--- src/hw/rtl/ncs_pkg.sv ---
// ncs_pkg: types, command codes and helper functions shared by the spline block
// used by ncs_ctrl, ncs_datapath and natural_cubic_spline_coefficients
// no dependencies
package ncs_pkg;

    localparam int ADDR_W = 7;   // covers 3 * 22 words
    localparam int IDX_W  = 5;

    localparam logic [3:0] OP_NOP     = 4'd0;
    localparam logic [3:0] OP_LD_FWD  = 4'd1;
    localparam logic [3:0] OP_LD_V1   = 4'd2;
    localparam logic [3:0] OP_LD_V0F  = 4'd3;
    localparam logic [3:0] OP_LD_BWD  = 4'd4;
    localparam logic [3:0] OP_LD_LO   = 4'd5;
    localparam logic [3:0] OP_LD_HI   = 4'd6;
    localparam logic [3:0] OP_TERM_PT = 4'd7;
    localparam logic [3:0] OP_TERM_D  = 4'd8;
    localparam logic [3:0] OP_MUL     = 4'd9;
    localparam logic [3:0] OP_FIN     = 4'd10;
    localparam logic [3:0] OP_EMIT    = 4'd11;

    typedef struct packed {
        logic signed [31:0] point_x;
        logic signed [31:0] point_y;
        logic signed [31:0] point_z;
        logic               last_point;
    } point_t;

    typedef struct packed {
        logic [3:0]         segment_index;
        logic [1:0]         axis;
        logic signed [39:0] coef_a;
        logic signed [39:0] coef_b;
        logic signed [39:0] coef_c;
        logic signed [39:0] coef_d;
        logic               last_result;
        logic               overflow;
    } result_t;

    typedef struct packed {
        logic              capture;
        logic [3:0]        op;
        logic [1:0]        ax;
        logic [ADDR_W-1:0] pt_addr;
        logic              pt_we;
        logic [ADDR_W-1:0] fw_addr;
        logic              fw_we;
        logic [ADDR_W-1:0] dv_addr;
        logic              dv_we;
        logic              dv_sub;
        logic              use_f;
        logic [IDX_W-1:0]  gidx;
        logic              gend;
        logic [3:0]        seg;
        logic              last;
        logic              ovf;
    } cmd_t;

    typedef struct packed {
        logic last_point;
    } status_t;

    function automatic logic signed [39:0] sat40(logic signed [47:0] x);
        if (x > 48'sd549755813887)
            return 40'sh7FFFFFFFFF;
        else if (x < -48'sd549755813888)
            return 40'sh8000000000;
        else
            return x[39:0];
    endfunction

    // elaboration-time helpers for the gamma tables
    function automatic longint unsigned q_val(int i);
        longint unsigned a;
        longint unsigned b;
        longint unsigned c;
        a = 64'd1;
        b = 64'd2;
        if (i == 0)
            return a;
        for (int k = 2; k <= i; k++)
        begin
            c = 64'd4 * b - a;
            a = b;
            b = c;
        end
        return b;
    endfunction

    function automatic logic [31:0] frac32(longint unsigned num, longint unsigned den);
        longint unsigned r;
        longint unsigned x;
        r = num;
        x = 64'd0;
        for (int k = 0; k < 33; k++)
        begin
            r = r << 1;
            x = x << 1;
            if (r >= den)
            begin
                r = r - den;
                x = x | 64'd1;
            end
        end
        x = (x + 64'd1) >> 1;
        return x[31:0];
    endfunction

    function automatic logic [31:0] gamma_int(int i);
        return frac32(q_val(i), q_val(i + 1));
    endfunction

    function automatic logic [31:0] gamma_end(int i);
        if (i == 0)
            return 32'd0;
        return frac32(q_val(i), 64'd2 * q_val(i) - q_val(i - 1));
    endfunction

endpackage

--- src/hw/rtl/ncs_ctrl.sv ---
// ncs_ctrl: sequencer for store, forward sweep, back substitution and emission
// depends on ncs_pkg
module ncs_ctrl #(
    parameter int MAX_POINTS = 16
) (
    input  logic             clk,
    input  logic             rst_n,
    input  logic             start,
    output logic             busy,
    input  ncs_pkg::status_t status,
    output ncs_pkg::cmd_t    cmd
);

    localparam int CW = $clog2(MAX_POINTS + 1);

    localparam logic [4:0] S_IDLE  = 5'd0;
    localparam logic [4:0] S_PW    = 5'd1;
    localparam logic [4:0] S_R1    = 5'd2;
    localparam logic [4:0] S_R2    = 5'd3;
    localparam logic [4:0] S_T     = 5'd4;
    localparam logic [4:0] S_M1    = 5'd5;
    localparam logic [4:0] S_M2    = 5'd6;
    localparam logic [4:0] S_FW    = 5'd7;
    localparam logic [4:0] S_SOLVE = 5'd8;
    localparam logic [4:0] S_E1    = 5'd9;
    localparam logic [4:0] S_E2    = 5'd10;
    localparam logic [4:0] S_E3    = 5'd11;
    localparam logic [4:0] S_EW    = 5'd12;
    localparam logic [4:0] S_B1    = 5'd13;
    localparam logic [4:0] S_B2    = 5'd14;
    localparam logic [4:0] S_BW    = 5'd15;
    localparam logic [4:0] S_O1    = 5'd16;
    localparam logic [4:0] S_O2    = 5'd17;
    localparam logic [4:0] S_O3    = 5'd18;
    localparam logic [4:0] S_O4    = 5'd19;

    localparam logic [1:0] MODE_FWD = 2'd0;
    localparam logic [1:0] MODE_END = 2'd1;
    localparam logic [1:0] MODE_BWD = 2'd2;

    logic [4:0]    state_reg, state_next;
    logic [1:0]    mode_reg, mode_next;
    logic [CW-1:0] c_reg, c_next;
    logic [CW-1:0] i_reg, i_next;
    logic [1:0]    ax_reg, ax_next;
    logic          drop_reg, drop_next;
    logic [CW-1:0] n;
    logic [CW-1:0] prev_idx;

    function automatic logic [ncs_pkg::ADDR_W-1:0] addr_of(logic [CW-1:0] idx, logic [1:0] ax);
        return ncs_pkg::ADDR_W'({idx, 1'b0}) + ncs_pkg::ADDR_W'(idx) + ncs_pkg::ADDR_W'(ax);
    endfunction

    assign n        = c_reg - CW'(1);
    assign prev_idx = (c_reg >= CW'(2)) ? c_reg - CW'(2) : '0;

    always_comb
    begin
        state_next = state_reg;
        mode_next  = mode_reg;
        c_next     = c_reg;
        i_next     = i_reg;
        ax_next    = ax_reg;
        drop_next  = drop_reg;
        cmd        = '0;
        cmd.op     = ncs_pkg::OP_NOP;
        cmd.ax     = ax_reg;
        cmd.seg    = 4'(i_reg);
        cmd.ovf    = drop_reg;
        busy       = (state_reg != S_IDLE);

        unique case (state_reg)
            S_IDLE:
            begin
                if (start)
                begin
                    cmd.capture = 1'b1;
                    ax_next     = 2'd0;
                    if (c_reg < CW'(MAX_POINTS))
                        state_next = S_PW;
                    else
                    begin
                        drop_next  = 1'b1;
                        state_next = S_SOLVE;
                    end
                end
            end
            S_PW:
            begin
                cmd.pt_addr = addr_of(c_reg, ax_reg);
                cmd.pt_we   = 1'b1;
                if (c_reg != '0)
                    state_next = S_R1;
                else if (ax_reg == 2'd2)
                begin
                    c_next     = c_reg + CW'(1);
                    state_next = S_SOLVE;
                end
                else
                    ax_next = ax_reg + 2'd1;
            end
            S_R1:
            begin
                cmd.pt_addr = addr_of(prev_idx, ax_reg);
                cmd.fw_addr = addr_of(prev_idx, ax_reg);
                state_next  = S_R2;
            end
            S_R2:
            begin
                cmd.op     = ncs_pkg::OP_LD_FWD;
                mode_next  = MODE_FWD;
                state_next = S_T;
            end
            S_T:
            begin
                cmd.op = (mode_reg == MODE_BWD) ? ncs_pkg::OP_TERM_D : ncs_pkg::OP_TERM_PT;
                cmd.use_f = (mode_reg == MODE_END) || (c_reg >= CW'(2));
                cmd.gend  = (mode_reg == MODE_END);
                case (mode_reg)
                    MODE_FWD: cmd.gidx = ncs_pkg::IDX_W'(n);
                    MODE_END: cmd.gidx = ncs_pkg::IDX_W'(n);
                    default:  cmd.gidx = ncs_pkg::IDX_W'(i_reg);
                endcase
                state_next = S_M1;
            end
            S_M1:
            begin
                cmd.op     = ncs_pkg::OP_MUL;
                state_next = S_M2;
            end
            S_M2:
            begin
                cmd.op = ncs_pkg::OP_FIN;
                case (mode_reg)
                    MODE_FWD: state_next = S_FW;
                    MODE_END: state_next = S_EW;
                    default:  state_next = S_BW;
                endcase
            end
            S_FW:
            begin
                cmd.fw_addr = addr_of(n, ax_reg);
                cmd.fw_we   = 1'b1;
                if (ax_reg == 2'd2)
                begin
                    c_next     = c_reg + CW'(1);
                    state_next = S_SOLVE;
                end
                else
                begin
                    ax_next    = ax_reg + 2'd1;
                    state_next = S_PW;
                end
            end
            S_SOLVE:
            begin
                ax_next = 2'd0;
                if (!status.last_point)
                    state_next = S_IDLE;
                else if (c_reg < CW'(2))
                begin
                    c_next     = '0;
                    drop_next  = 1'b0;
                    state_next = S_IDLE;
                end
                else
                    state_next = S_E1;
            end
            S_E1:
            begin
                cmd.pt_addr = addr_of(n, ax_reg);
                state_next  = S_E2;
            end
            S_E2:
            begin
                cmd.op      = ncs_pkg::OP_LD_V1;
                cmd.pt_addr = addr_of(n - CW'(1), ax_reg);
                cmd.fw_addr = addr_of(n - CW'(1), ax_reg);
                state_next  = S_E3;
            end
            S_E3:
            begin
                cmd.op     = ncs_pkg::OP_LD_V0F;
                mode_next  = MODE_END;
                state_next = S_T;
            end
            S_EW:
            begin
                cmd.fw_addr = addr_of(n, ax_reg);
                cmd.dv_addr = addr_of(n, ax_reg);
                cmd.fw_we   = 1'b1;
                cmd.dv_we   = 1'b1;
                if (ax_reg == 2'd2)
                begin
                    ax_next    = 2'd0;
                    i_next     = n - CW'(1);
                    state_next = S_B1;
                end
                else
                begin
                    ax_next    = ax_reg + 2'd1;
                    state_next = S_E1;
                end
            end
            S_B1:
            begin
                cmd.dv_addr = addr_of(i_reg + CW'(1), ax_reg);
                cmd.fw_addr = addr_of(i_reg, ax_reg);
                state_next  = S_B2;
            end
            S_B2:
            begin
                cmd.op     = ncs_pkg::OP_LD_BWD;
                mode_next  = MODE_BWD;
                state_next = S_T;
            end
            S_BW:
            begin
                cmd.dv_addr = addr_of(i_reg, ax_reg);
                cmd.dv_we   = 1'b1;
                cmd.dv_sub  = 1'b1;
                if (ax_reg != 2'd2)
                begin
                    ax_next    = ax_reg + 2'd1;
                    state_next = S_B1;
                end
                else
                begin
                    ax_next = 2'd0;
                    if (i_reg == '0)
                        state_next = S_O1;
                    else
                    begin
                        i_next     = i_reg - CW'(1);
                        state_next = S_B1;
                    end
                end
            end
            S_O1:
            begin
                cmd.pt_addr = addr_of(i_reg, ax_reg);
                cmd.dv_addr = addr_of(i_reg, ax_reg);
                state_next  = S_O2;
            end
            S_O2:
            begin
                cmd.op      = ncs_pkg::OP_LD_LO;
                cmd.pt_addr = addr_of(i_reg + CW'(1), ax_reg);
                cmd.dv_addr = addr_of(i_reg + CW'(1), ax_reg);
                state_next  = S_O3;
            end
            S_O3:
            begin
                cmd.op     = ncs_pkg::OP_LD_HI;
                state_next = S_O4;
            end
            S_O4:
            begin
                cmd.op   = ncs_pkg::OP_EMIT;
                cmd.last = (i_reg == n - CW'(1)) && (ax_reg == 2'd2);
                if (ax_reg != 2'd2)
                begin
                    ax_next    = ax_reg + 2'd1;
                    state_next = S_O1;
                end
                else
                begin
                    ax_next = 2'd0;
                    if (i_reg == n - CW'(1))
                    begin
                        c_next     = '0;
                        drop_next  = 1'b0;
                        state_next = S_IDLE;
                    end
                    else
                    begin
                        i_next     = i_reg + CW'(1);
                        state_next = S_O1;
                    end
                end
            end
            default:
                state_next = S_IDLE;
        endcase
    end

    always_ff @(posedge clk or negedge rst_n)
    begin
        if (!rst_n)
        begin
            state_reg <= S_IDLE;
            mode_reg  <= MODE_FWD;
            c_reg     <= '0;
            i_reg     <= '0;
            ax_reg    <= 2'd0;
            drop_reg  <= 1'b0;
        end
        else
        begin
            state_reg <= state_next;
            mode_reg  <= mode_next;
            c_reg     <= c_next;
            i_reg     <= i_next;
            ax_reg    <= ax_next;
            drop_reg  <= drop_next;
        end
    end

    a_accept_busy: assert property (@(posedge clk) disable iff (!rst_n)
        (start && !busy) |=> busy)
        else $error("accepted request did not raise busy");

    a_store_in_range: assert property (@(posedge clk) disable iff (!rst_n)
        cmd.pt_we |-> (c_reg < CW'(MAX_POINTS)))
        else $error("point write beyond capacity");

    a_emit_needs_two: assert property (@(posedge clk) disable iff (!rst_n)
        (cmd.op == ncs_pkg::OP_EMIT) |-> (c_reg >= CW'(2)) && (i_reg < n))
        else $error("emission outside the stored set");

    a_bwd_index: assert property (@(posedge clk) disable iff (!rst_n)
        (state_reg == S_BW) |-> (i_reg < n))
        else $error("back substitution index out of range");

endmodule

--- config.mk ---
export PLATFORM = sky130hd
export DESIGN_NAME = ncs_ctrl
export DESIGN_NICKNAME = d
export VERILOG_FILES = /design/src/hw/rtl/ncs_pkg.sv /design/src/hw/rtl/ncs_ctrl.sv
export SDC_FILE = /design/constraint.sdc
export NUM_CORES = 1
export LEC_CHECK = 0
export ABC_CLOCK_PERIOD_IN_PS = 6090
export BUFFER_PORTS_ARGS = -buffer_cell sky130_fd_sc_hd__buf_2
export CELL_PAD_IN_SITES_DETAIL_PLACEMENT = 0
export CELL_PAD_IN_SITES_GLOBAL_PLACEMENT = 2
export CORE_MARGIN = 1.5
export CORE_UTILIZATION = 36
export DETAILED_ROUTE_END_ITERATION = 10
export PLACE_DENSITY = 0.91
export SLEW_MARGIN = 30
export SYNTH_ARGS = -nofsm -noshare
export SYNTH_HDL_FRONTEND = slang
export SYNTH_SLANG_ARGS = --single-unit
--- constraint.sdc ---
create_clock -name clk -period 6.09 [get_ports clk]
set_input_delay 1.218 -clock clk [delete_from_list [all_inputs] [get_ports clk]]
set_output_delay 1.218 -clock clk [all_outputs]
set_load 0.05 [all_outputs]
; Yosys cells after proc, flatten, opt, wreduce, memory -nomap -nowiden
; Index checks and enable logic that the tools add are counted.
; W data, S select, Z words.
[word_totals]
reg_bits = 20
latchBits = 0
mem_bits_rw = 0
mem_bits_ro = 0
in_bits = 4
out_inout_bits = 46
wordCells = 144
mem_count = 0
[op_classes]
n_addsub = 19
n_mul = 0
div = 0
n_lt_le_gt_ge = 3
n_eq_ne = 36
n_shift = 0
mux = 56
bitwise = 0
n_reduce_logical = 24
[op_table]
columns = op, n
row1 = $mux W5, 20
row2 = $pmux W5 S18, 1
row3 = $add A6 B5 Y7, 6
row4 = $add A7 B2 Y7, 6
row5 = $pmux W7 S6, 1
row6 = $eq A5 B4 Y1 const B, 8
row7 = $pmux W4 S10, 1
row8 = $pmux W7 S4, 1
row9 = $ne A2 B2 Y1 const B, 12
row10 = $pmux W7 S3, 1
row11 = $eq A5 B3 Y1 const B, 4
row12 = $eq A5 B5 Y1 const B, 4
row13 = $mux W4, 5
row14 = $pmux W5 S4, 1
row15 = $pmux W5 S3, 1
row16 = $sub A5 B1 Y5 const B, 3
row17 = $mux W1, 13
row18 = $pmux W2 S6, 1
row19 = $reduce_and A6 Y1, 2
row20 = $reduce_or A2 Y1, 6
row21 = $add A5 B1 Y5 const B, 2
row22 = $eq A5 B2 Y1 const B, 2
row23 = $logic_not A5 Y1, 2
row24 = $mux W2, 5
row25 = 26 further kinds, 30

; Longest topological paths before layout
; Gate-level depths: netlist (run 1).
[depth]
depth_word = 6
mapped_depth = 16
ltp_nobuf = 16

; Worst setup path after synthesis (run 1)
; No wires, ideal clock.
[synth_path]
path_kind = register to output
start = register c_reg[0]
end = output port cmd[37] in the netlist's numbering
t_arrival_ns = 3.944
required_time_ns = 4.872
path_slack_ns = 0.928
stages_incl_launch_ff = 17
path_cell_list = dfrtp_1 -> inv_1 -> ha_1 -> xnor2_1 -> ha_1 -> and3b_1 -> o21ai_0 -> a21oi_1 -> a31oi_1 -> inv_1 -> ha_1 -> ha_1 -> a21oi_1 -> o21bai_1 -> a22o_1 -> a221oi_1 -> o211ai_1
[synth_rtl]
columns = element, line_no
row1 = from (decl), ncs_ctrl.sv:43  ; logic [CW-1:0] c_reg, c_next;
row2 = from (signal assigned), ncs_ctrl.sv:302  ; c_reg <= c_next;
row3 = to (decl), ncs_ctrl.sv:11  ; output ncs_pkg::cmd_t cmd

==> impl_metrics.yaml, run 1 <==
status:
  status: "finished, final reports clean"
timing:
  rsz0062_at_grt: "false"
  worst_pin_slew_ns: 0.839
  skew_ns: 0.00537
  post-route-period-util: 0.938
  hold_violations: 0
  slew_violations: 0
  whs_ns: 0.536
  tns_ns: 0
  setup_ws_ns: 0.376
  max-slew-margin-rel: 0.436
  max_freq_mhz: 175
  fin_crit_ns: 5.71
  finalSetupViolations: 0
clock_network:
  h-tree-depth: 1
  clk_latency_ns: 0.26
  holdBufCountCts: 0
  cts_resized: 0
  numCtsBuffers: 3
  clk_path_buf_depth: 2
  clock-sinks: 20
  post_cts_buffers: 0
  clkTransAtPathRegs_ns: 0.06
  root_buffer: "clkbuf_16"
  tritoncts: "done"
yosys:
  syn_area_per_cell_sq_um: 7.84
  ys_seq_area_frac: 0.118
  syn-num-nets: 628
  syn-cell-area_sq_mm: 0.00422
  netlist_instances: 539
  synth-edff-count: 0
  synth_ff_type: "dfrtp_1"
  ys_types: 64
  ys_ff_latch: 20
  async_flop_share: 1.00
  yosysWarnings: 0
place:
  pre_cts_ws_ns: 0.646
  gp_congestion: 0.911
  dp_hpwl_microns: 10800
  portBuffers: 49
die:
  dieArea_sq_mm: 0.0124
  die_h_microns: 111
  fp-row-count: 39
  fp.dieW_microns: 111
  ios: 50
  core_sq_mm: 0.0114
  start_util: 0.370
routing:
  num_vias: 4214
  route.detailed.drc: 0
  postRouteAntennaNets: 0
  drt_wl_total_microns: 13500
  drtPass1Iterations: 5
  via_per_inst: 5.91
  wire_per_inst_microns: 19.0
  drtIter0Drc: 433
grt:
  grt_overflow: 0
  busiest_layer: "met2"
  grt_pass1_vias: 4086
  grt_max_degree: 33
  grt.total_usage: 0.216
  grt.met1_usage: 0.298
  grt_pass1_wl_microns: 21700
  use_met3: 0.0344
  grt_use_met2: 0.361
  antenna_found_initial: 0
setup_path:
  crit_slowest_cell: "a21oi_1"
  cp.required_ns: 4.87
  crit_arrival_ns: 4.50
  cp-end-kind: "output port"
  crit_type: "reg2out"
  critical_path.max_fanout: 10
  slowest_delay_ns: 0.56
  path_buf_inv: 2
  critPathLaunchType: "flop"
  crit_chain: "inv_1 > ha_1 > nand2_1 > a21oi_1 > nor2_1 > fa_1 > ha_1 > fa_1 > a21o_1 > a21oi_1 > xnor2_1 > a22oi_1 > nand3_1 > buf_2"
  cpLargestDelayFamily: "adder cells"
layout:
  layout_common_cells: "76 x ha_1, 53 x nand2_1, 49 x buf_2"
  layout.cells.most_common: "ha_1"
  fin_nets: 660
  drive_above_1_share: 0.130
  area_delta_synth_final_pct: 10.2
  n_antenna_cell: 0
min_path:
  hold_path.class: "reg2reg"
job:
  cap_violations: 0
[synth_stat cells, types with 9 or more instances]
cell	n	share of area
and3_1	12	0.018
a21o_1	14	0.025
nor2_1	42	0.037
xor2_1	11	0.023
a22oi_1	25	0.044
fa_1	9	0.043
nand2_1	53	0.047
xnor2_1	29	0.060
nand3_1	17	0.020
o21ai_0	20	0.024
dfrtp_1	20	0.12
clkbuf_1	9	0.0080
a21oi_1	38	0.045
inv_1	40	0.036
ha_1	76	0.23
o211ai_1	10	0.018
[final cells by class]
class | instances | area (sq um)
Fill cell | 1213 | 6760
Multi-Input combinational cell | 450 | 3430
Clock buffer | 3 | 75.1
Sequential cell | 20 | 500
Inverter | 43 | 166
Timing Repair Buffer | 53 | 275
Clock inverter | 1 | 30.0
Tap cell | 143 | 179
[tightest hold or removal path: cells and delay by family (launching register included)]
kind,cells,cell delay [ns]
DFF,1,0.36
AOI/OAI and AO/OA,1,0.07
muxes,1,0.07
[per-stage QoR]
stage | instances | instance area [sq um] | utilization
6_report | 713 | 4650 | 0.408
5_1_grt | 713 | 4650 | 0.408
2_1_floorplan | 539 | 4220 | -
4_1_cts | 713 | 4650 | 0.407
3_5_place_dp | 709 | 4540 | 0.398
3_3_place_gp | 709 | 4540 | 0.398
[final timing paths]
path,slack [ns],depth (start not counted),endpoint,from
worst max-delay path,0.38,14,cmd[36],c_reg[1]$_DFFE_PN0P_
worst min-delay path,0.54,2,drop_reg$_DFFE_PN0P_,drop_reg$_DFFE_PN0P_
worst max register to register,2.84,11,c_reg[1]$_DFFE_PN0P_,c_reg[1]$_DFFE_PN0P_
worst min register to register,0.54,2,drop_reg$_DFFE_PN0P_,drop_reg$_DFFE_PN0P_
max in group asynchronous,4.82,1,c_reg[1]$_DFFE_PN0P_,rst_n
min in group asynchronous,0.92,1,i_reg[1]$_DFFE_PN0P_,rst_n
[logic make-up (layout without fill, tap and decap cells)]
family | Yosys count | count (layout) | share of synthesized area
mux | 5 | 5 | 0.0154
compound gates | 158 | 158 | 0.256
xor+xnor | 41 | 41 | 0.0883
flops | 20 | 20 | 0.118
fa+ha+maj | 85 | 85 | 0.268
simple gates | 161 | 161 | 0.182
buf+inv | 69 | 100 | 0.0717
[per-layer routing]
| layer | up-vias | part of all wire |
|---|---|---|
| li1 | 1988 | - |
| met1 | 2038 | 0.46 |
| met2 | 175 | 0.48 |
| met3 | 13 | 0.061 |
| met4 | 0 | 0.0078 |
| met5 | - | 0 |
Power of run 1 is left out: the tool's default activity adds up to more than one toggle a clock period on the data nets, which glitch-free logic cannot reach.
==> run 2, diff against run 1 <==
--- a/config.mk
+++ b/config.mk
@@ -12,6 +12,7 @@
 export CORE_MARGIN = 1.5
 export CORE_UTILIZATION = 36
 export DETAILED_ROUTE_END_ITERATION = 10
+export MAX_ROUTING_LAYER = met4
 export PLACE_DENSITY = 0.91
 export SLEW_MARGIN = 30
 export SYNTH_ARGS = -nofsm -noshare
==> run 2 against run 1 <==
  * Die area did not move
  * Critical path type unchanged
  * Critical endpoint is now cmd[37]
  * Global-route usage rose by 0.75 points
  * Worst setup slack got worse by 0.074 ns
  * Count of clock-buffer cells in the layout did not move
==> impl_metrics.yaml, run 2 (synthesized netlist as in run 1, its figures left out) <==
timing:
  skew_ns: 0.00329
  max-slew-margin-rel: 0.348
  fin_crit_ns: 5.79
  slew_violations: 0
  max_freq_mhz: 173
  tns_ns: 0
  finalSetupViolations: 0
  rsz0062_at_grt: "false"
  worst_pin_slew_ns: 0.979
  hold_violations: 0
  post-route-period-util: 0.950
min_path:
  hold_path.class: "reg2reg"
clock_network:
  root_buffer: "clkbuf_16"
  tritoncts: "done"
  h-tree-depth: 1
  cts_resized: 0
  post_cts_buffers: 0
  numCtsBuffers: 3
  clkTransAtPathRegs_ns: 0.06
  clk_path_buf_depth: 2
  clock-sinks: 20
  clk_latency_ns: 0.26
  holdBufCountCts: 0
layout:
  fill_cells: 1201
  layout_common_cells: "76 x ha_1, 53 x nand2_1, 49 x buf_2"
  layout.cells.most_common: "ha_1"
  drive_above_1_share: 0.127
  instances_no_fill: 712
  n_antenna_cell: 0
  area_delta_synth_final_pct: 9.83
  fin_nets: 659
setup_path:
  crit_top_cell: "ha_1"
  cp-end-kind: "output port"
  crit_arrival_ns: 4.57
  critPathLaunchType: "flop"
  crit_chain: "inv_1 > ha_1 > xnor2_1 > ha_1 > and3b_1 > o21ai_0 > a21oi_1 > a31oi_1 > buf_4 > inv_1 > ha_1 > ha_1 > a21oi_1 > o21bai_1 > a22o_1 > a221oi_1 > o211ai_1 > buf_2"
  crit_type: "reg2out"
  slowest_delay_ns: 0.47
  cp.required_ns: 4.87
  crit_slowest_cell: "dfrtp_1"
  critical_path.max_fanout: 8
routing:
  drtIter0Drc: 368
  via_per_inst: 5.91
  wire_per_inst_microns: 19.0
  drtPass1Iterations: 5
  drt_wl_total_microns: 13600
  route.detailed.drc: 0
  postRouteAntennaNets: 0
  num_vias: 4205
grt:
  grt_overflow: 0
  antenna_found_initial: 0
  grt_max_degree: 33
  grt_pass1_wl_microns: 21700
  grt.total_usage: 0.223
  grt_pass1_vias: 3987
status:
  status: "finished, final reports clean"
die:
  ios: 50
  die_h_microns: 111
  fp-row-count: 39
  start_util: 0.370
  dieArea_sq_mm: 0.0124
  core_sq_mm: 0.0114
  fp.dieW_microns: 111
place:
  dp_hpwl_microns: 10800
  portBuffers: 49
  dp.cells: 708
  gp_congestion: 0.934
job:
  cap_violations: 0
-- run 2: critical path: cells and delay by family (launching register included) --
kind | cells | cell delay, ns
fa+ha+maj | 4 | 1.12
xor+xnor | 1 | 0.42
compound gates | 8 | 1.48
simple gates | 1 | 0.18
buf+inv | 4 | 0.64
flops | 1 | 0.47
-- run 2: final timing paths --
path,start,endpoint,slack [ns],cells past startpoint
max,c_reg[1]$_DFFE_PN0P_,cmd[37],0.30,18
min,drop_reg$_DFFE_PN0P_,drop_reg$_DFFE_PN0P_,0.54,2
max reg2reg,c_reg[1]$_DFFE_PN0P_,i_reg[1]$_DFFE_PN0P_,2.85,10
min reg2reg,drop_reg$_DFFE_PN0P_,drop_reg$_DFFE_PN0P_,0.54,2
max in group asynchronous,rst_n,state_reg[1]$_DFFE_PN0P_,4.83,1
min in group asynchronous,rst_n,i_reg[2]$_DFFE_PN0P_,0.92,1
-- run 2: through the flow --
stage | hold slack (ns) | area (sq um) | setup WS (ns) | util
floorplan | 0.494 | 4220 | 0.928 | -
global placement | 0.515 | 4530 | 0.797 | 0.397
detailed placement | 0.528 | 4530 | 0.671 | 0.397
CTS | 0.543 | 4640 | 0.380 | 0.406
global route | 0.574 | 4640 | 0.0592 | 0.406
finish | 0.536 | 4640 | 0.302 | 0.406
-- run 2: routing by layer --
metal	track usage	share of wire	vias to the layer above
met4	0.0414	0.012	0
met2	0.352	0.47	157
li1	-	-	1985
met5	-	0	-
met1	0.308	0.47	2048
met3	0.0312	0.053	15
-- run 2: final cells by class --
cell class	count	area, sq um	share of cell area
multi-input cells	450	3420	0.737
flip-flops and latches	20	500	0.108
repair buffers	52	268	0.0577
well taps	143	179	0.0386
inverters	43	166	0.0359
clock buffers	3	75.1	0.0162
clock inverters	1	30.0	0.00647
Power of run 2 is left out for the same reason.
==> run 3, diff against run 2 <==
--- a/config.mk
+++ b/config.mk
@@ -5,15 +5,15 @@
 export SDC_FILE = /design/constraint.sdc
 export NUM_CORES = 1
 export LEC_CHECK = 0
-export ABC_CLOCK_PERIOD_IN_PS = 6090
+export ABC_CLOCK_PERIOD_IN_PS = 7440
 export BUFFER_PORTS_ARGS = -buffer_cell sky130_fd_sc_hd__buf_2
 export CELL_PAD_IN_SITES_DETAIL_PLACEMENT = 0
 export CELL_PAD_IN_SITES_GLOBAL_PLACEMENT = 2
 export CORE_MARGIN = 1.5
-export CORE_UTILIZATION = 36
+export CORE_UTILIZATION = 38
 export DETAILED_ROUTE_END_ITERATION = 10
 export MAX_ROUTING_LAYER = met4
-export PLACE_DENSITY = 0.91
+export PLACE_DENSITY = 0.95
 export SLEW_MARGIN = 30
 export SYNTH_ARGS = -nofsm -noshare
 export SYNTH_HDL_FRONTEND = slang
==> constraint.sdc (replaced) <==
create_clock -name clk -period 7.44 [get_ports clk]
set_input_delay 1.488 -clock clk [delete_from_list [all_inputs] [get_ports clk]]
set_output_delay 1.488 -clock clk [all_outputs]
set_load 0.05 [all_outputs]
==> run 3 against run 2 <==
  * First-iteration DRC count rose by 7.9%
  * Via count fell by 0.59%
  * Worst setup slack improved by 0.64 ns
  * Non-clock buffer count fell by 1
  * Flip-flop and latch count did not move
  * Highest routed layer unchanged
  * Count of clock-buffer cells in the layout rose by 1
  * Cell count fell by 0.56%
==> impl_metrics.yaml, run 3 (synthesized netlist as in run 1, its figures left out) <==
clock_network:
  post_cts_buffers: 0
  clock-sinks: 20
  clk_path_buf_depth: 2
  h-tree-depth: 1
  numCtsBuffers: 3
  cts_resized: 0
  tritoncts: "done"
  clk_latency_ns: 0.27
  clkTransAtPathRegs_ns: 0.08
  root_buffer: "clkbuf_8"
  holdBufCountCts: 0
grt:
  antenna_found_initial: 0
  grt_pass1_wl_microns: 21000
  grt_overflow: 0
  grt.total_usage: 0.237
  grt_pass1_vias: 3877
  grt_max_degree: 33
die:
  fp-row-count: 38
  core_sq_mm: 0.0108
  fp.dieW_microns: 108
  dieArea_sq_mm: 0.0118
  start_util: 0.390
  die_h_microns: 108
  ios: 50
place:
  dp.cells: 704
  dp_hpwl_microns: 10600
  gp_congestion: 0.896
  portBuffers: 49
timing:
  worst_pin_slew_ns: 0.803
  skew_ns: 0.00241
  tns_ns: 0
  slew_violations: 0
  max_freq_mhz: 154
  rsz0062_at_grt: "false"
  finalSetupViolations: 0
  fin_crit_ns: 6.50
  post-route-period-util: 0.873
  hold_violations: 0
  whs_ns: 0.548
  max-slew-margin-rel: 0.465
setup_path:
  crit_slowest_cell: "dfrtp_1"
  worst_r2r_path_depth: 10
  crit_type: "reg2out"
  critical_path.max_fanout: 16
  cpLargestDelayFamily: "compound AO/OA/AOI/OAI gates"
  critPathLaunchType: "flop"
  crit_top_cell: "ha_1"
  ff2ff_setup_slack_ns: 3.82
  path_buf_inv: 4
  crit_chain: "inv_1 > ha_1 > xnor2_1 > ha_1 > inv_1 > a311oi_2 > a21oi_1 > a31oi_1 > inv_1 > ha_1 > ha_1 > a21oi_1 > o21bai_1 > a22o_1 > a221oi_1 > o211ai_1 > buf_2"
  slowest_delay_ns: 0.69
  r2r_end: "i_reg[1]$_DFFE_PN0P_"
  cp-end-kind: "output port"
  crit_arrival_ns: 5.01
  timing.rr.start: "c_reg[0]$_DFFE_PN0P_"
  cp.required_ns: 5.95
layout:
  fin_nets: 658
  drive_above_1_share: 0.125
  instances_no_fill: 708
  layout.cells.most_common: "ha_1"
  n_antenna_cell: 0
  layout.area.seq_sq_um: 500
  area_delta_synth_final_pct: 8.38
  fill_cells: 1111
  layout_common_cells: "76 x ha_1, 53 x nand2_1, 49 x buf_2"
  multi_input_comb_area_sq_mm: 0.00342
job:
  cap_violations: 0
routing:
  wire_per_inst_microns: 18.9
  num_vias: 4180
  drt_wl_total_microns: 13400
  drtPass1Iterations: 5
  postRouteAntennaNets: 0
  drtIter0Drc: 397
  route.detailed.drc: 0
  via_per_inst: 5.90
min_path:
  whs_path_depth: 2
  hold_start: "drop_reg$_DFFE_PN0P_"
  hold_path.class: "reg2reg"
  whs_endpoint: "drop_reg$_DFFE_PN0P_"
status:
  status: "finished, final reports clean"
## run 3: changes by cell type in the layout (fill, tap and decap cells not counted), sizes merged
cell / change
bufinv: -1
clkbuf: +1
buf: -1
## run 3: final cells by class
type / count / area share
timing repair buffer: 51 / 0.0568
clock buffer: 4 / 0.0120
tap: 140 / 0.0383
inverter: 43 / 0.0363
sequential: 20 / 0.109
multi-input combinational: 450 / 0.747
## run 3: worst register-to-register path: stages (launching register included)
cell and delay, ns:
dfrtp_1 0.69, inv_1 0.31, ha_1 0.31, xnor2_1 0.42, ha_1 0.30, inv_1 0.08, a311oi_2 0.36, a21oi_1 0.16
o211ai_2 0.36, o21a_4 0.23, mux2_4 0.30
## run 3: layer usage
metal | GRT usage | wire, microns
met1 | 0.330 | 6050
met2 | 0.367 | 6190
met3 | 0.0295 | 918
met4 | 0.0508 | 248
met5 | - | 0
## run 3: worst max-delay path by stage
stage / from / to / slack [ns] / cells after the start
after floorplan: c_reg[0]$_DFFE_PN0P_ / cmd[37] / 2.01 / 16
after global placement: c_reg[0]$_DFFE_PN0P_ / cmd[37] / 1.57 / 17
after detailed placement: c_reg[0]$_DFFE_PN0P_ / cmd[37] / 1.34 / 17
after CTS: c_reg[0]$_DFFE_PN0P_ / cmd[37] / 1.02 / 17
after global routing: c_reg[0]$_DFFE_PN0P_ / cmd[37] / 0.39 / 17
final: c_reg[0]$_DFFE_PN0P_ / cmd[37] / 0.94 / 17
## run 3: metrics by stage
step | worst slack, ns | cell area (sq um) | util
floorplan | 2.01 | 4220 | -
global placement | 1.57 | 4520 | 0.417
detailed placement | 1.34 | 4520 | 0.417
CTS | 1.02 | 4580 | 0.422
global route | 0.391 | 4580 | 0.422
finish | 0.942 | 4580 | 0.422
Power of run 3 is left out for the same reason.
